## src/design/bjsff_pkg.sv

```systemverilog
package bjsff_pkg;

    localparam int ID_W    = 8;
    localparam int ARR_W   = 16;
    localparam int BURST_W = 12;
    localparam int PRIO_W  = 8;
    localparam int TIME_W  = 19;
    localparam int BLK_W   = 3;
    localparam int MODE_W  = 2;
    localparam int CFG_IDX_W  = 3;
    localparam int CFG_DATA_W = 12;
    localparam int NUM_SIZE_REGS = 5;

    localparam logic [MODE_W-1:0] MODE_FCFS = 2'd0;
    localparam logic [MODE_W-1:0] MODE_SJF  = 2'd1;
    localparam logic [MODE_W-1:0] MODE_PRIO = 2'd2;

    localparam logic [CFG_IDX_W-1:0] REG_MODE   = 3'd0;
    localparam logic [CFG_IDX_W-1:0] REG_SIZE_0 = 3'd1;
    localparam logic [CFG_IDX_W-1:0] REG_SIZE_4 = 3'd5;

    localparam logic [BURST_W-1:0] SIZE_RESET_0 = 12'd100;
    localparam logic [BURST_W-1:0] SIZE_RESET_1 = 12'd500;
    localparam logic [BURST_W-1:0] SIZE_RESET_2 = 12'd200;
    localparam logic [BURST_W-1:0] SIZE_RESET_3 = 12'd300;
    localparam logic [BURST_W-1:0] SIZE_RESET_4 = 12'd600;

    typedef struct packed {
        logic [ID_W-1:0]    id;
        logic [ARR_W-1:0]   arrival;
        logic [BURST_W-1:0] burst;
        logic [PRIO_W-1:0]  prio;
    } job_rec_t;

    typedef struct packed {
        logic [ID_W-1:0]    job_id;
        logic [ARR_W-1:0]   arrival_time;
        logic [BURST_W-1:0] burst_length;
        logic [PRIO_W-1:0]  job_priority;
        logic               final_job;
    } job_in_t;

    typedef struct packed {
        logic [ID_W-1:0]   out_job_id;
        logic              rejected;
        logic [BLK_W-1:0]  blk_grant;
        logic [TIME_W-1:0] start_time;
        logic [TIME_W-1:0] completion_time;
        logic [TIME_W-1:0] response_time;
        logic [TIME_W-1:0] waiting_time;
        logic [TIME_W-1:0] turnaround_time;
        logic              last_result;
    } job_out_t;

    typedef enum logic [2:0] {
        ST_LOAD,
        ST_MIN_SCAN,
        ST_PICK_SCAN,
        ST_READ,
        ST_FIT,
        ST_EMIT,
        ST_WAIT_OUT
    } ctrl_state_t;

    // Controller to datapath
    typedef struct packed {
        logic store;       // write input item into table
        logic scan_clear;  // reset scan index and scan results
        logic scan_step;   // evaluate one entry and advance
        logic min_scan;    // 1: earliest-arrival scan, 0: pick scan
        logic clock_jump;  // raise clock: FCFS to picked arrival, else earliest
        logic read_pick;   // fetch picked entry from table
        logic fit_step;    // test one block and advance
        logic emit;        // load output register, mark job done
        logic run_clear;   // end of run, clear count/flags/clock
    } dp_cmd_t;

    // Datapath to controller
    typedef struct packed {
        logic scan_last;   // current entry is the last stored one
        logic any_left;    // an unfinished job exists
        logic pick_found;  // FCFS pick scan found a job
        logic fit_done;    // block search finished
        logic job_empty;   // no jobs stored
        logic out_busy;    // output register holds an untaken result
    } dp_sts_t;

endpackage

```

## src/design/bjsff_if.sv

```systemverilog
interface bjsff_job_if;
    import bjsff_pkg::*;
    logic    valid;
    logic    ready;
    job_in_t data;
    modport source (output valid, output data, input ready);
    modport sink (input valid, input data, output ready);
endinterface

interface bjsff_res_if;
    import bjsff_pkg::*;
    logic     valid;
    logic     ready;
    job_out_t data;
    modport source (output valid, output data, input ready);
    modport sink (input valid, input data, output ready);
endinterface

interface bjsff_cfg_if;
    import bjsff_pkg::*;
    logic                  valid;
    logic                  ready;
    logic [CFG_IDX_W-1:0]  index;
    logic [CFG_DATA_W-1:0] wdata;
    modport source (output valid, output index, output wdata, input ready);
    modport sink (input valid, input index, input wdata, output ready);
endinterface

```

## src/design/batch_job_scheduler_first_fit_unit.sv

```systemverilog
// Batch job scheduler with first-fit block grant.
//
// Channels: job_in (sink) takes one job record per transaction; a record
// with final_job set closes the batch and starts scheduling. result (source)
// returns one transaction per stored job in dispatch order; last_result
// marks the final one. cfg (sink) writes mode (index 0) and the five block
// capacities (indexes 1..5); write only while no batch is in progress.
//
// Sequence: a load stores one record per accepted transaction. Each dispatch
// runs an earliest-arrival scan over the stored jobs, a pick scan (FCFS stops
// at the first unfinished job), a read of the chosen record, a block search
// and an emit; each result is presented the cycle after its emit. After the
// last result one more earliest-arrival scan and a closing step end the run
// before job_in is ready again. The table scan evaluates one entry per cycle.
//
// Reset clears the job count, done flags, clock and configuration to the
// reset capacities 100/500/200/300/600 and FCFS mode. When the result
// receiver stalls, scheduling holds in front of the output register.
module batch_job_scheduler_first_fit_unit #(
    parameter int MAX_JOBS = 16,
    parameter int BLOCKS   = 5
) (
    input  logic         clk,
    input  logic         rst_n,
    bjsff_job_if.sink    job_in,
    bjsff_res_if.source  result,
    bjsff_cfg_if.sink    cfg
);
    import bjsff_pkg::*;

    logic [MODE_W-1:0]                 mode_reg;
    logic [NUM_SIZE_REGS-1:0][BURST_W-1:0] size_reg;
    logic [BLOCKS-1:0][BURST_W-1:0]    sizes;
    dp_cmd_t                           cmd;
    dp_sts_t                           sts;
    logic                              dp_valid;
    job_out_t                          dp_data;

    assign cfg.ready = 1'b1;

    // Configuration registers; writes beyond the list are ignored
    always_ff @(posedge clk or negedge rst_n)
    begin
        if (!rst_n)
        begin
            mode_reg    <= MODE_FCFS;
            size_reg[0] <= SIZE_RESET_0;
            size_reg[1] <= SIZE_RESET_1;
            size_reg[2] <= SIZE_RESET_2;
            size_reg[3] <= SIZE_RESET_3;
            size_reg[4] <= SIZE_RESET_4;
        end
        else if (cfg.valid)
        begin
            if (cfg.index == REG_MODE)
            begin
                mode_reg <= cfg.wdata[MODE_W-1:0];
            end
            else if (cfg.index >= REG_SIZE_0 && cfg.index <= REG_SIZE_4)
            begin
                size_reg[cfg.index - REG_SIZE_0] <= cfg.wdata;
            end
        end
    end

    // Blocks beyond the five registers have capacity zero
    for (genvar b = 0; b < BLOCKS; b++)
    begin : g_size
        if (b < NUM_SIZE_REGS)
        begin : g_reg
            assign sizes[b] = size_reg[b];
        end
        else
        begin : g_zero
            assign sizes[b] = '0;
        end
    end

    assign result.valid = dp_valid;
    assign result.data  = dp_data;

    bjsff_ctrl u_ctrl (
        .clk      (clk),
        .rst_n    (rst_n),
        .in_valid (job_in.valid),
        .in_final (job_in.data.final_job),
        .in_ready (job_in.ready),
        .sts      (sts),
        .cmd      (cmd)
    );

    bjsff_dp #(
        .MAX_JOBS (MAX_JOBS),
        .BLOCKS   (BLOCKS)
    ) u_dp (
        .clk       (clk),
        .rst_n     (rst_n),
        .in_data   (job_in.data),
        .mode      (mode_reg),
        .sizes     (sizes),
        .cmd       (cmd),
        .sts       (sts),
        .out_valid (dp_valid),
        .out_ready (result.ready),
        .out_data  (dp_data)
    );

`ifndef NO_ASSERTIONS
    // Hold a stalled result and its payload until it is taken
    a_result_hold: assert property (@(posedge clk) disable iff (!rst_n)
        (result.valid && !result.ready) |=> (result.valid && $stable(result.data)))
        else $error("stalled result changed");

    a_emit_only_when_free: assert property (@(posedge clk) disable iff (!rst_n)
        cmd.emit |-> !(dp_valid && !result.ready))
        else $error("result overwritten before taken");

    a_emit_presents: assert property (@(posedge clk) disable iff (!rst_n)
        cmd.emit |=> result.valid)
        else $error("emitted result not presented");
`endif

endmodule

```

## src/design/bjsff_ctrl.sv

```systemverilog
module bjsff_ctrl (
    input  logic                clk,
    input  logic                rst_n,
    input  logic                in_valid,
    input  logic                in_final,
    output logic                in_ready,
    input  bjsff_pkg::dp_sts_t  sts,
    output bjsff_pkg::dp_cmd_t  cmd
);
    import bjsff_pkg::*;

    ctrl_state_t state_reg, state_next;

    always_ff @(posedge clk or negedge rst_n)
    begin
        if (!rst_n)
        begin
            state_reg <= ST_LOAD;
        end
        else
        begin
            state_reg <= state_next;
        end
    end

    always_comb
    begin
        state_next = state_reg;
        cmd        = '0;
        in_ready   = 1'b0;
        unique case (state_reg)
            ST_LOAD:
            begin
                in_ready = 1'b1;
                if (in_valid)
                begin
                    cmd.store = 1'b1;
                    if (in_final)
                    begin
                        cmd.scan_clear = 1'b1;
                        state_next     = ST_MIN_SCAN;
                    end
                end
            end
            ST_MIN_SCAN:
            begin
                if (sts.job_empty)
                begin
                    cmd.run_clear = 1'b1;
                    state_next    = ST_LOAD;
                end
                else
                begin
                    cmd.scan_step = 1'b1;
                    cmd.min_scan  = 1'b1;
                    if (sts.scan_last)
                    begin
                        state_next = ST_PICK_SCAN;
                    end
                end
            end
            ST_PICK_SCAN:
            begin
                if (!sts.any_left)
                begin
                    cmd.run_clear = 1'b1;
                    state_next    = ST_LOAD;
                end
                else
                begin
                    cmd.clock_jump = 1'b1;
                    cmd.scan_step  = 1'b1;
                    if (sts.scan_last || sts.pick_found)
                    begin
                        state_next = ST_READ;
                    end
                end
            end
            ST_READ:
            begin
                cmd.read_pick = 1'b1;
                state_next    = ST_FIT;
            end
            ST_FIT:
            begin
                cmd.fit_step = 1'b1;
                if (sts.fit_done)
                begin
                    state_next = ST_EMIT;
                end
            end
            ST_EMIT:
            begin
                if (!sts.out_busy)
                begin
                    cmd.emit       = 1'b1;
                    cmd.scan_clear = 1'b1;
                    state_next     = ST_MIN_SCAN;
                end
            end
            ST_WAIT_OUT:
            begin
                state_next = ST_LOAD;
            end
            default:
            begin
                state_next = ST_LOAD;
            end
        endcase
    end

endmodule

```

## src/design/bjsff_dp.sv

```systemverilog
module bjsff_dp #(
    parameter int MAX_JOBS = 16,
    parameter int BLOCKS   = 5
) (
    input  logic                                clk,
    input  logic                                rst_n,
    input  bjsff_pkg::job_in_t                  in_data,
    input  logic [bjsff_pkg::MODE_W-1:0]        mode,
    input  logic [BLOCKS-1:0][bjsff_pkg::BURST_W-1:0] sizes,
    input  bjsff_pkg::dp_cmd_t                  cmd,
    output bjsff_pkg::dp_sts_t                  sts,
    output logic                                out_valid,
    input  logic                                out_ready,
    output bjsff_pkg::job_out_t                 out_data
);
    import bjsff_pkg::*;

    localparam int IDX_W = (MAX_JOBS > 1) ? $clog2(MAX_JOBS) : 1;
    localparam int CNT_W = $clog2(MAX_JOBS + 1);
    localparam int BI_W  = (BLOCKS > 1) ? $clog2(BLOCKS) : 1;
    localparam int BC_W  = $clog2(BLOCKS + 1);

    job_rec_t job_mem [MAX_JOBS];

    logic [MAX_JOBS-1:0] done_reg;
    logic [CNT_W-1:0]    count_reg;
    logic [CNT_W-1:0]    emit_cnt_reg;
    logic [TIME_W-1:0]   clock_reg;
    logic [CNT_W-1:0]    scan_reg;
    logic                any_reg;
    logic [ARR_W-1:0]    min_arr_reg;
    logic                best_ok_reg;
    logic [IDX_W-1:0]    best_reg;
    logic [BURST_W-1:0]  best_key_reg;
    logic                jumped_reg;
    job_rec_t            rd_reg;
    job_rec_t            scan_rd_reg;
    logic [BC_W-1:0]     blk_reg;
    logic                fit_ok_reg;
    logic                fit_done_reg;
    logic                out_valid_reg;
    job_out_t            out_reg;

    logic [IDX_W-1:0]    scan_idx;
    logic [CNT_W-1:0]    scan_next;
    logic                wr_en;
    job_rec_t            wr_rec;
    logic                fcfs;
    logic [BURST_W-1:0]  key;
    logic                entry_live;
    logic                eligible;
    logic [TIME_W-1:0]   clock_eff;
    logic [TIME_W-1:0]   arr_ext;
    logic [TIME_W-1:0]   done_time;
    logic [BI_W-1:0]     blk_idx;
    logic                run_end;
    logic                last_pick;

    assign scan_idx   = scan_reg[IDX_W-1:0];
    assign scan_next  = cmd.scan_clear ? '0
                      : cmd.scan_step ? (sts.scan_last ? '0 : scan_reg + CNT_W'(1))
                      : scan_reg;
    assign wr_en      = cmd.store && (count_reg < CNT_W'(MAX_JOBS));
    assign wr_rec     = '{id: in_data.job_id, arrival: in_data.arrival_time,
                          burst: in_data.burst_length, prio: in_data.job_priority};
    assign fcfs       = (mode != MODE_SJF) && (mode != MODE_PRIO);
    assign entry_live = !done_reg[scan_idx];
    assign key        = (mode == MODE_SJF) ? scan_rd_reg.burst
                                           : {{(BURST_W-PRIO_W){1'b0}}, scan_rd_reg.prio};
    assign arr_ext    = {{(TIME_W-ARR_W){1'b0}}, scan_rd_reg.arrival};
    // Clock as seen by the pick scan: raised to earliest arrival in SJF/priority
    assign clock_eff  = (!fcfs && clock_reg < {{(TIME_W-ARR_W){1'b0}}, min_arr_reg})
                        ? {{(TIME_W-ARR_W){1'b0}}, min_arr_reg} : clock_reg;
    assign eligible   = entry_live && (fcfs || arr_ext <= clock_eff);
    assign blk_idx    = blk_reg[BI_W-1:0];
    assign done_time  = clock_reg + {{(TIME_W-BURST_W){1'b0}}, rd_reg.burst};
    assign run_end    = cmd.run_clear;
    // Every stored job yields one result, so the count tells the final one
    assign last_pick  = (emit_cnt_reg == count_reg - CNT_W'(1));

    assign sts.scan_last  = (scan_reg == count_reg - CNT_W'(1));
    assign sts.any_left   = any_reg;
    assign sts.pick_found = fcfs && eligible;
    assign sts.fit_done   = fit_done_reg;
    assign sts.job_empty  = (count_reg == '0);
    assign sts.out_busy   = out_valid_reg && !out_ready;

    assign out_valid = out_valid_reg;
    assign out_data  = out_reg;

    // Table write; the scan read follows the index the scan moves to, so the
    // registered entry always matches scan_reg
    always_ff @(posedge clk)
    begin
        if (wr_en)
        begin
            job_mem[count_reg[IDX_W-1:0]] <= wr_rec;
        end
        if (wr_en && count_reg[IDX_W-1:0] == scan_next[IDX_W-1:0])
        begin
            scan_rd_reg <= wr_rec;
        end
        else
        begin
            scan_rd_reg <= job_mem[scan_next[IDX_W-1:0]];
        end
    end

    always_ff @(posedge clk or negedge rst_n)
    begin
        if (!rst_n)
        begin
            done_reg      <= '0;
            count_reg     <= '0;
            emit_cnt_reg  <= '0;
            clock_reg     <= '0;
            scan_reg      <= '0;
            any_reg       <= 1'b0;
            min_arr_reg   <= '0;
            best_ok_reg   <= 1'b0;
            best_reg      <= '0;
            best_key_reg  <= '0;
            blk_reg       <= '0;
            fit_ok_reg    <= 1'b0;
            fit_done_reg  <= 1'b0;
            out_valid_reg <= 1'b0;
            jumped_reg    <= 1'b0;
        end
        else
        begin
            if (cmd.emit)
            begin
                out_valid_reg <= 1'b1;
            end
            else if (out_valid_reg && out_ready)
            begin
                out_valid_reg <= 1'b0;
            end
            if (wr_en)
            begin
                count_reg <= count_reg + CNT_W'(1);
            end
            scan_reg <= scan_next;
            if (cmd.scan_clear)
            begin
                any_reg     <= 1'b0;
                best_ok_reg <= 1'b0;
                jumped_reg  <= 1'b0;
            end
            if (cmd.scan_step)
            begin
                if (cmd.min_scan)
                begin
                    if (entry_live)
                    begin
                        any_reg <= 1'b1;
                        if (!any_reg || scan_rd_reg.arrival < min_arr_reg)
                        begin
                            min_arr_reg <= scan_rd_reg.arrival;
                        end
                    end
                end
                else
                begin
                    if (eligible && (!best_ok_reg || key < best_key_reg))
                    begin
                        best_ok_reg  <= 1'b1;
                        best_reg     <= scan_idx;
                        best_key_reg <= key;
                    end
                end
            end
            if (cmd.clock_jump)
            begin
                // FCFS waits for the picked job; the others jump once per pick
                if (fcfs && eligible && clock_eff < arr_ext)
                begin
                    clock_reg <= arr_ext;
                end
                else if (!jumped_reg)
                begin
                    clock_reg <= clock_eff;
                end
                jumped_reg <= 1'b1;
            end
            if (cmd.read_pick)
            begin
                blk_reg      <= '0;
                fit_ok_reg   <= 1'b0;
                fit_done_reg <= 1'b0;
            end
            if (cmd.fit_step && !fit_done_reg)
            begin
                if (blk_reg == BC_W'(BLOCKS))
                begin
                    fit_done_reg <= 1'b1;
                end
                else if (sizes[blk_idx] >= rd_reg.burst)
                begin
                    fit_ok_reg   <= 1'b1;
                    fit_done_reg <= 1'b1;
                end
                else
                begin
                    blk_reg <= blk_reg + BC_W'(1);
                end
            end
            if (cmd.emit)
            begin
                done_reg[best_reg] <= 1'b1;
                fit_done_reg       <= 1'b0;
                emit_cnt_reg       <= emit_cnt_reg + CNT_W'(1);
                if (fit_ok_reg)
                begin
                    clock_reg <= done_time;
                end
            end
            if (run_end)
            begin
                done_reg     <= '0;
                count_reg    <= '0;
                emit_cnt_reg <= '0;
                clock_reg    <= '0;
            end
        end
    end

    // Picked record and output payload
    always_ff @(posedge clk)
    begin
        if (cmd.read_pick)
        begin
            rd_reg <= job_mem[best_reg];
        end
        if (cmd.emit)
        begin
            out_reg.out_job_id  <= rd_reg.id;
            out_reg.last_result <= last_pick;
            out_reg.rejected    <= !fit_ok_reg;
            if (fit_ok_reg)
            begin
                out_reg.blk_grant       <= BLK_W'(blk_reg);
                out_reg.start_time      <= clock_reg;
                out_reg.completion_time <= done_time;
                out_reg.response_time   <= clock_reg - {{(TIME_W-ARR_W){1'b0}}, rd_reg.arrival};
                out_reg.waiting_time    <= clock_reg - {{(TIME_W-ARR_W){1'b0}}, rd_reg.arrival};
                out_reg.turnaround_time <= done_time - {{(TIME_W-ARR_W){1'b0}}, rd_reg.arrival};
            end
            else
            begin
                out_reg.blk_grant       <= '0;
                out_reg.start_time      <= '0;
                out_reg.completion_time <= '0;
                out_reg.response_time   <= '0;
                out_reg.waiting_time    <= '0;
                out_reg.turnaround_time <= '0;
            end
        end
    end

endmodule

```

## src/flat_wrapper.sv

```systemverilog
// flat-port wrapper written by rule: the top's interface ports become plain ports
module batch_job_scheduler_first_fit_unit_flat import bjsff_pkg::*;
#(
    parameter int MAX_JOBS = 16,
    parameter int BLOCKS   = 5
)
  (clk, rst_n, job_in_valid, job_in_data, job_in_ready, result_valid, result_data, result_ready, cfg_valid, cfg_index, cfg_wdata, cfg_ready);
  bjsff_job_if job_in_i ();
  bjsff_res_if result_i ();
  bjsff_cfg_if cfg_i ();
  input  logic clk;
  input  logic rst_n;
  input wire logic [$bits(job_in_i.valid)-1:0] job_in_valid;
  input wire logic [$bits(job_in_i.data)-1:0] job_in_data;
  output wire logic [$bits(job_in_i.ready)-1:0] job_in_ready;
  output wire logic [$bits(result_i.valid)-1:0] result_valid;
  output wire logic [$bits(result_i.data)-1:0] result_data;
  input wire logic [$bits(result_i.ready)-1:0] result_ready;
  input wire logic [$bits(cfg_i.valid)-1:0] cfg_valid;
  input wire logic [$bits(cfg_i.index)-1:0] cfg_index;
  input wire logic [$bits(cfg_i.wdata)-1:0] cfg_wdata;
  output wire logic [$bits(cfg_i.ready)-1:0] cfg_ready;
  assign job_in_i.valid = job_in_valid;
  assign job_in_i.data = job_in_data;
  assign job_in_ready = job_in_i.ready;
  assign result_valid = result_i.valid;
  assign result_data = result_i.data;
  assign result_i.ready = result_ready;
  assign cfg_i.valid = cfg_valid;
  assign cfg_i.index = cfg_index;
  assign cfg_i.wdata = cfg_wdata;
  assign cfg_ready = cfg_i.ready;
  batch_job_scheduler_first_fit_unit #(.MAX_JOBS(MAX_JOBS), .BLOCKS(BLOCKS)) u_core (.clk(clk), .rst_n(rst_n), .job_in(job_in_i), .result(result_i), .cfg(cfg_i));
endmodule
```

## config.mk

```make
export PLATFORM = sky130hd
export DESIGN_NAME = batch_job_scheduler_first_fit_unit_flat
export DESIGN_NICKNAME = d
export VERILOG_FILES = /design/src/design/bjsff_pkg.sv /design/src/design/bjsff_if.sv /design/src/design/batch_job_scheduler_first_fit_unit.sv /design/src/design/bjsff_ctrl.sv /design/src/design/bjsff_dp.sv /design/src/flat_wrapper.sv
export SDC_FILE = /design/constraint.sdc
export NUM_CORES = 2
export LEC_CHECK = 0
export ABC_CLOCK_PERIOD_IN_PS = 7100
export BUFFER_PORTS_ARGS = -buffer_cell sky130_fd_sc_hd__buf_2
export CORE_ASPECT_RATIO = 1.2
export CORE_UTILIZATION = 25
export DETAILED_ROUTE_END_ITERATION = 8
export HOLD_SLACK_MARGIN = 0.08
export SLEW_MARGIN = 20
export SYNTH_ARGS = -nofsm -noshare
export SYNTH_HDL_FRONTEND = slang
export SYNTH_SLANG_ARGS = --single-unit
```

## constraint.sdc

```tcl
create_clock -name clk -period 7.1 [get_ports clk]
set_input_delay 0.355 -clock clk [delete_from_list [all_inputs] [get_ports clk]]
set_output_delay 0.355 -clock clk [all_outputs]
set_load 0.01 [all_outputs]
```

==> impl_metrics.env <==
export IMPL_gp_congestion=0.865
export IMPL_cts_buffers=104
export IMPL_synth_adder_area_share=0.0344
export IMPL_viasPerCell=4.99
export IMPL_post_route_drc_count=0
export IMPL_rsz0062_at_grt="false"
export IMPL_portBuffers=174
export IMPL_p_switching_uw=9000
export IMPL_cts_hold_buf=58
export IMPL_finalCritPeriodShare=0.762
export IMPL_root_buffer="clkbuf_16"
export IMPL_synth_top_area_frac=0.524
export IMPL_ys_seq_elements=1021
export IMPL_fp_dieH_um=480
export IMPL_holdCritStartpoint="cfg_valid"
export IMPL_crit_path_end="u_core.u_dp.clock_reg[15]$_DFF_PN0_"
export IMPL_fin_ws_ns=1.69
export IMPL_peakVddDrop_uv=519
export IMPL_synthFlopType="edfxtp_1"
export IMPL_end_kind="flop"
export IMPL_timing_fmax_mhz=185
export IMPL_drt_iter0_markers=2821
export IMPL_largest_reg_flops=704
export IMPL_critPathRequiredTime_ns=7.64
export IMPL_status="complete, no violations"
export IMPL_post_cts_resized=0
export IMPL_postRouteAntennaNets=0
export IMPL_post_place_ws_ns=1.45
export IMPL_hold_class="in2reg"
export IMPL_hold_ws_ns=0.224
export IMPL_first_pass_iters=6
export IMPL_grt_max_degree=177
export IMPL_tightest_slew_ns=1.15
export IMPL_synth_top_family_by_area="multiplexers"
export IMPL_design_core_area_um2=188000
export IMPL_dieArea_um2=192000
export IMPL_final_common_cell="edfxtp_1"
export IMPL_crit_fanout=18
export IMPL_clk_insertion_delay_late_ns=0.69
export IMPL_clk_pin_slew_worst_paths_ns=0.06
export IMPL_finClkSkew_ns=0.0341
export IMPL_synth_top_cell_by_area="edfxtp_1"
export IMPL_syn_to_final_growth_pct=15.9
export IMPL_cap_viol_max_count=0
export IMPL_dr_total_vias=29800
export IMPL_swShare=0.384
export IMPL_worstSetupStartpoint="u_core.u_dp.clock_reg[1]$_DFF_PN0_"
export IMPL_slew_viol_final=0
export IMPL_avgSynthCellArea_um2=14.6
export IMPL_critical_path_class="reg2reg"
export IMPL_async_flop_share=0.153
export IMPL_place_hpwl_mm=77.8
export IMPL_final_cell_area_um2=55100
export IMPL_antenna_found_initial=28
export IMPL_synthesis_nets=3441
export IMPL_r2r_start="u_core.u_dp.clock_reg[1]$_DFF_PN0_"
export IMPL_postSynthCellCount=3247
export IMPL_die_w_um=400
export IMPL_clock_sinks=1021
export IMPL_yosys_area_share_simple=0.0534
export IMPL_row_count=174
export IMPL_cts_post_setup_buffers_inserted=0
export IMPL_drive_gt1_frac=0.206
export IMPL_netlist_top_cells_area="edfxtp_1, mux4_2, dfrtp_1"
export IMPL_routedWlPerCell_um=22.1
export IMPL_p_comb_frac=0.426
export IMPL_power_leakage_uw=0.0190
export IMPL_start_util=0.253
export IMPL_rr_endpoint="u_core.u_dp.clock_reg[15]$_DFF_PN0_"
export IMPL_grt_overflow_total=0
export IMPL_setup_tns_final_ns=0
export IMPL_startpoint_type="flop"
export IMPL_synth_compound_area_frac=0.108
export IMPL_synth_cell_types=82
export IMPL_yosysWarnings=0
export IMPL_yosysSeqAreaShare=0.622
export IMPL_first_global_vias=29300
export IMPL_internal_power_uw=14400
export IMPL_synthXorXnorAreaFrac=0.0114
export IMPL_synth_edf_count=829
export IMPL_layout_common_cells="edfxtp_1, mux4_2, buf_2"
export IMPL_clk_path_buf_depth=3
export IMPL_hold_viol_final=0
export IMPL_grt_usage=0.133
export IMPL_cts_htree_levels=3
export IMPL_grt_pass1_wl_mm=194
export IMPL_p_total_uw=23400
export IMPL_arrival_ns=5.95
export IMPL_nets=3606
export IMPL_synth_mux_area_fraction=0.136
export IMPL_r2r_slack_ns=1.69
export IMPL_setup_viol=0
export IMPL_fin_crit_ns=5.41
export IMPL_place_area_um2=51200
export IMPL_pin_count=176
export IMPL_routed_wl_mm=132
export IMPL_synth_area_um2=47500
export IMPL_p_seq_frac=0.347
export IMPL_clkPwrFrac=0.227
export IMPL_reg2regPathDepth=20
export IMPL_tritoncts="built"
export IMPL_slew_headroom=0.232
export IMPL_p_per_area_nw_per_um2=426
## how the worst min path moves through the flow
stage                                                    endpoint  slack, ns  depth (start not counted)
after CTS                     u_core.u_dp.scan_reg[4]$_DFFE_PN0P_       0.22                          5
after global placement        u_core.u_dp.clock_reg[14]$_DFF_PN0_       0.41                          1
final                              u_core.mode_reg[0]$_DFFE_PN0P_       0.22                          3
after detailed placement  u_core.u_dp.min_arr_reg[10]$_DFFE_PN0P_       0.41                          1
after floorplan                    u_core.mode_reg[0]$_DFFE_PN0P_       0.06                          0
after global routing               u_core.mode_reg[0]$_DFFE_PN0P_       0.27                          3
## stage by stage
step,utilization,instances
floorplan,-,3247
global placement,0.272,5708
detailed placement,0.272,5712
CTS,0.293,5960
global route,0.293,5964
finish,0.293,5965
## worst max-delay path, cell delays in order, from the launching register on
cell	delay, ns
dfrtp_1	0.49
ha_1	0.33
a21o_1	0.15
a21oi_1	0.17
o21ai_1	0.11
a2111oi_1	0.77
o31ai_2	0.33
buf_4	0.29
nand2_1	0.08
o21ai_0	0.08
ha_1	0.31
a21o_1	0.18
a21o_1	0.17
a21oi_1	0.16
o221ai_1	0.22
a211oi_2	0.44
nor2_1	0.07
buf_4	0.23
a211oi_1	0.19
o21ai_0	0.11
a2111oi_0	0.39
## cell usage after synthesis, types with 36 or more instances
library cell / instances
mux2_2: 87
o221ai_1: 74
nor2_1: 146
ha_1: 126
mux4_2: 185
edfxtp_1: 829
dfrtp_1: 136
a21oi_1: 151
o22ai_1: 86
o21ai_0: 132
nor2b_1: 94
nor3_1: 40
a222oi_1: 37
clkbuf_1: 139
and2_1: 41
inv_1: 138
nand2_1: 76
xnor2_1: 39
a211oi_1: 155
dfxtp_1: 36
mux2i_1: 133
## cell type report
cell class / instances / area (µm²)
sequential: 1021 / 29600
clock buffer: 130 / 2730
tap: 2464 / 3080
fill: 18800 / 133000
antenna: 5 / 12.5
inverter: 140 / 526
clock inverter: 60 / 549
multi-input combinational: 1851 / 16500
timing repair buffer: 294 / 2080
## routing by layer
layer	global-route usage	up-vias	wire length [µm]	part of all wire
met3	0.0244	248	9710	0.074
met5	0	-	107	0.00081
met2	0.208	1198	60000	0.46
li1	-	13100	-	-
met1	0.187	15200	57700	0.44
met4	0.0419	18	4060	0.031
## cell families after synthesis
family	after synthesis
flops	1021
compound gates	757
simple gates	497
mux	405
buf+inv	375
fa+ha+maj	129
xor+xnor	62
other cells	1
## power by group through the flow
stage	Combinational [µW]	Clock (µW)	Sequential, µW
global route	10900	5650	8220
global placement	9810	0	8210
detailed placement	9910	0	8250
floorplan	7620	0	7860
finish	9980	5320	8130
CTS	10000	5430	8130
No activity file was read; power rests on OpenSTA's default activity.
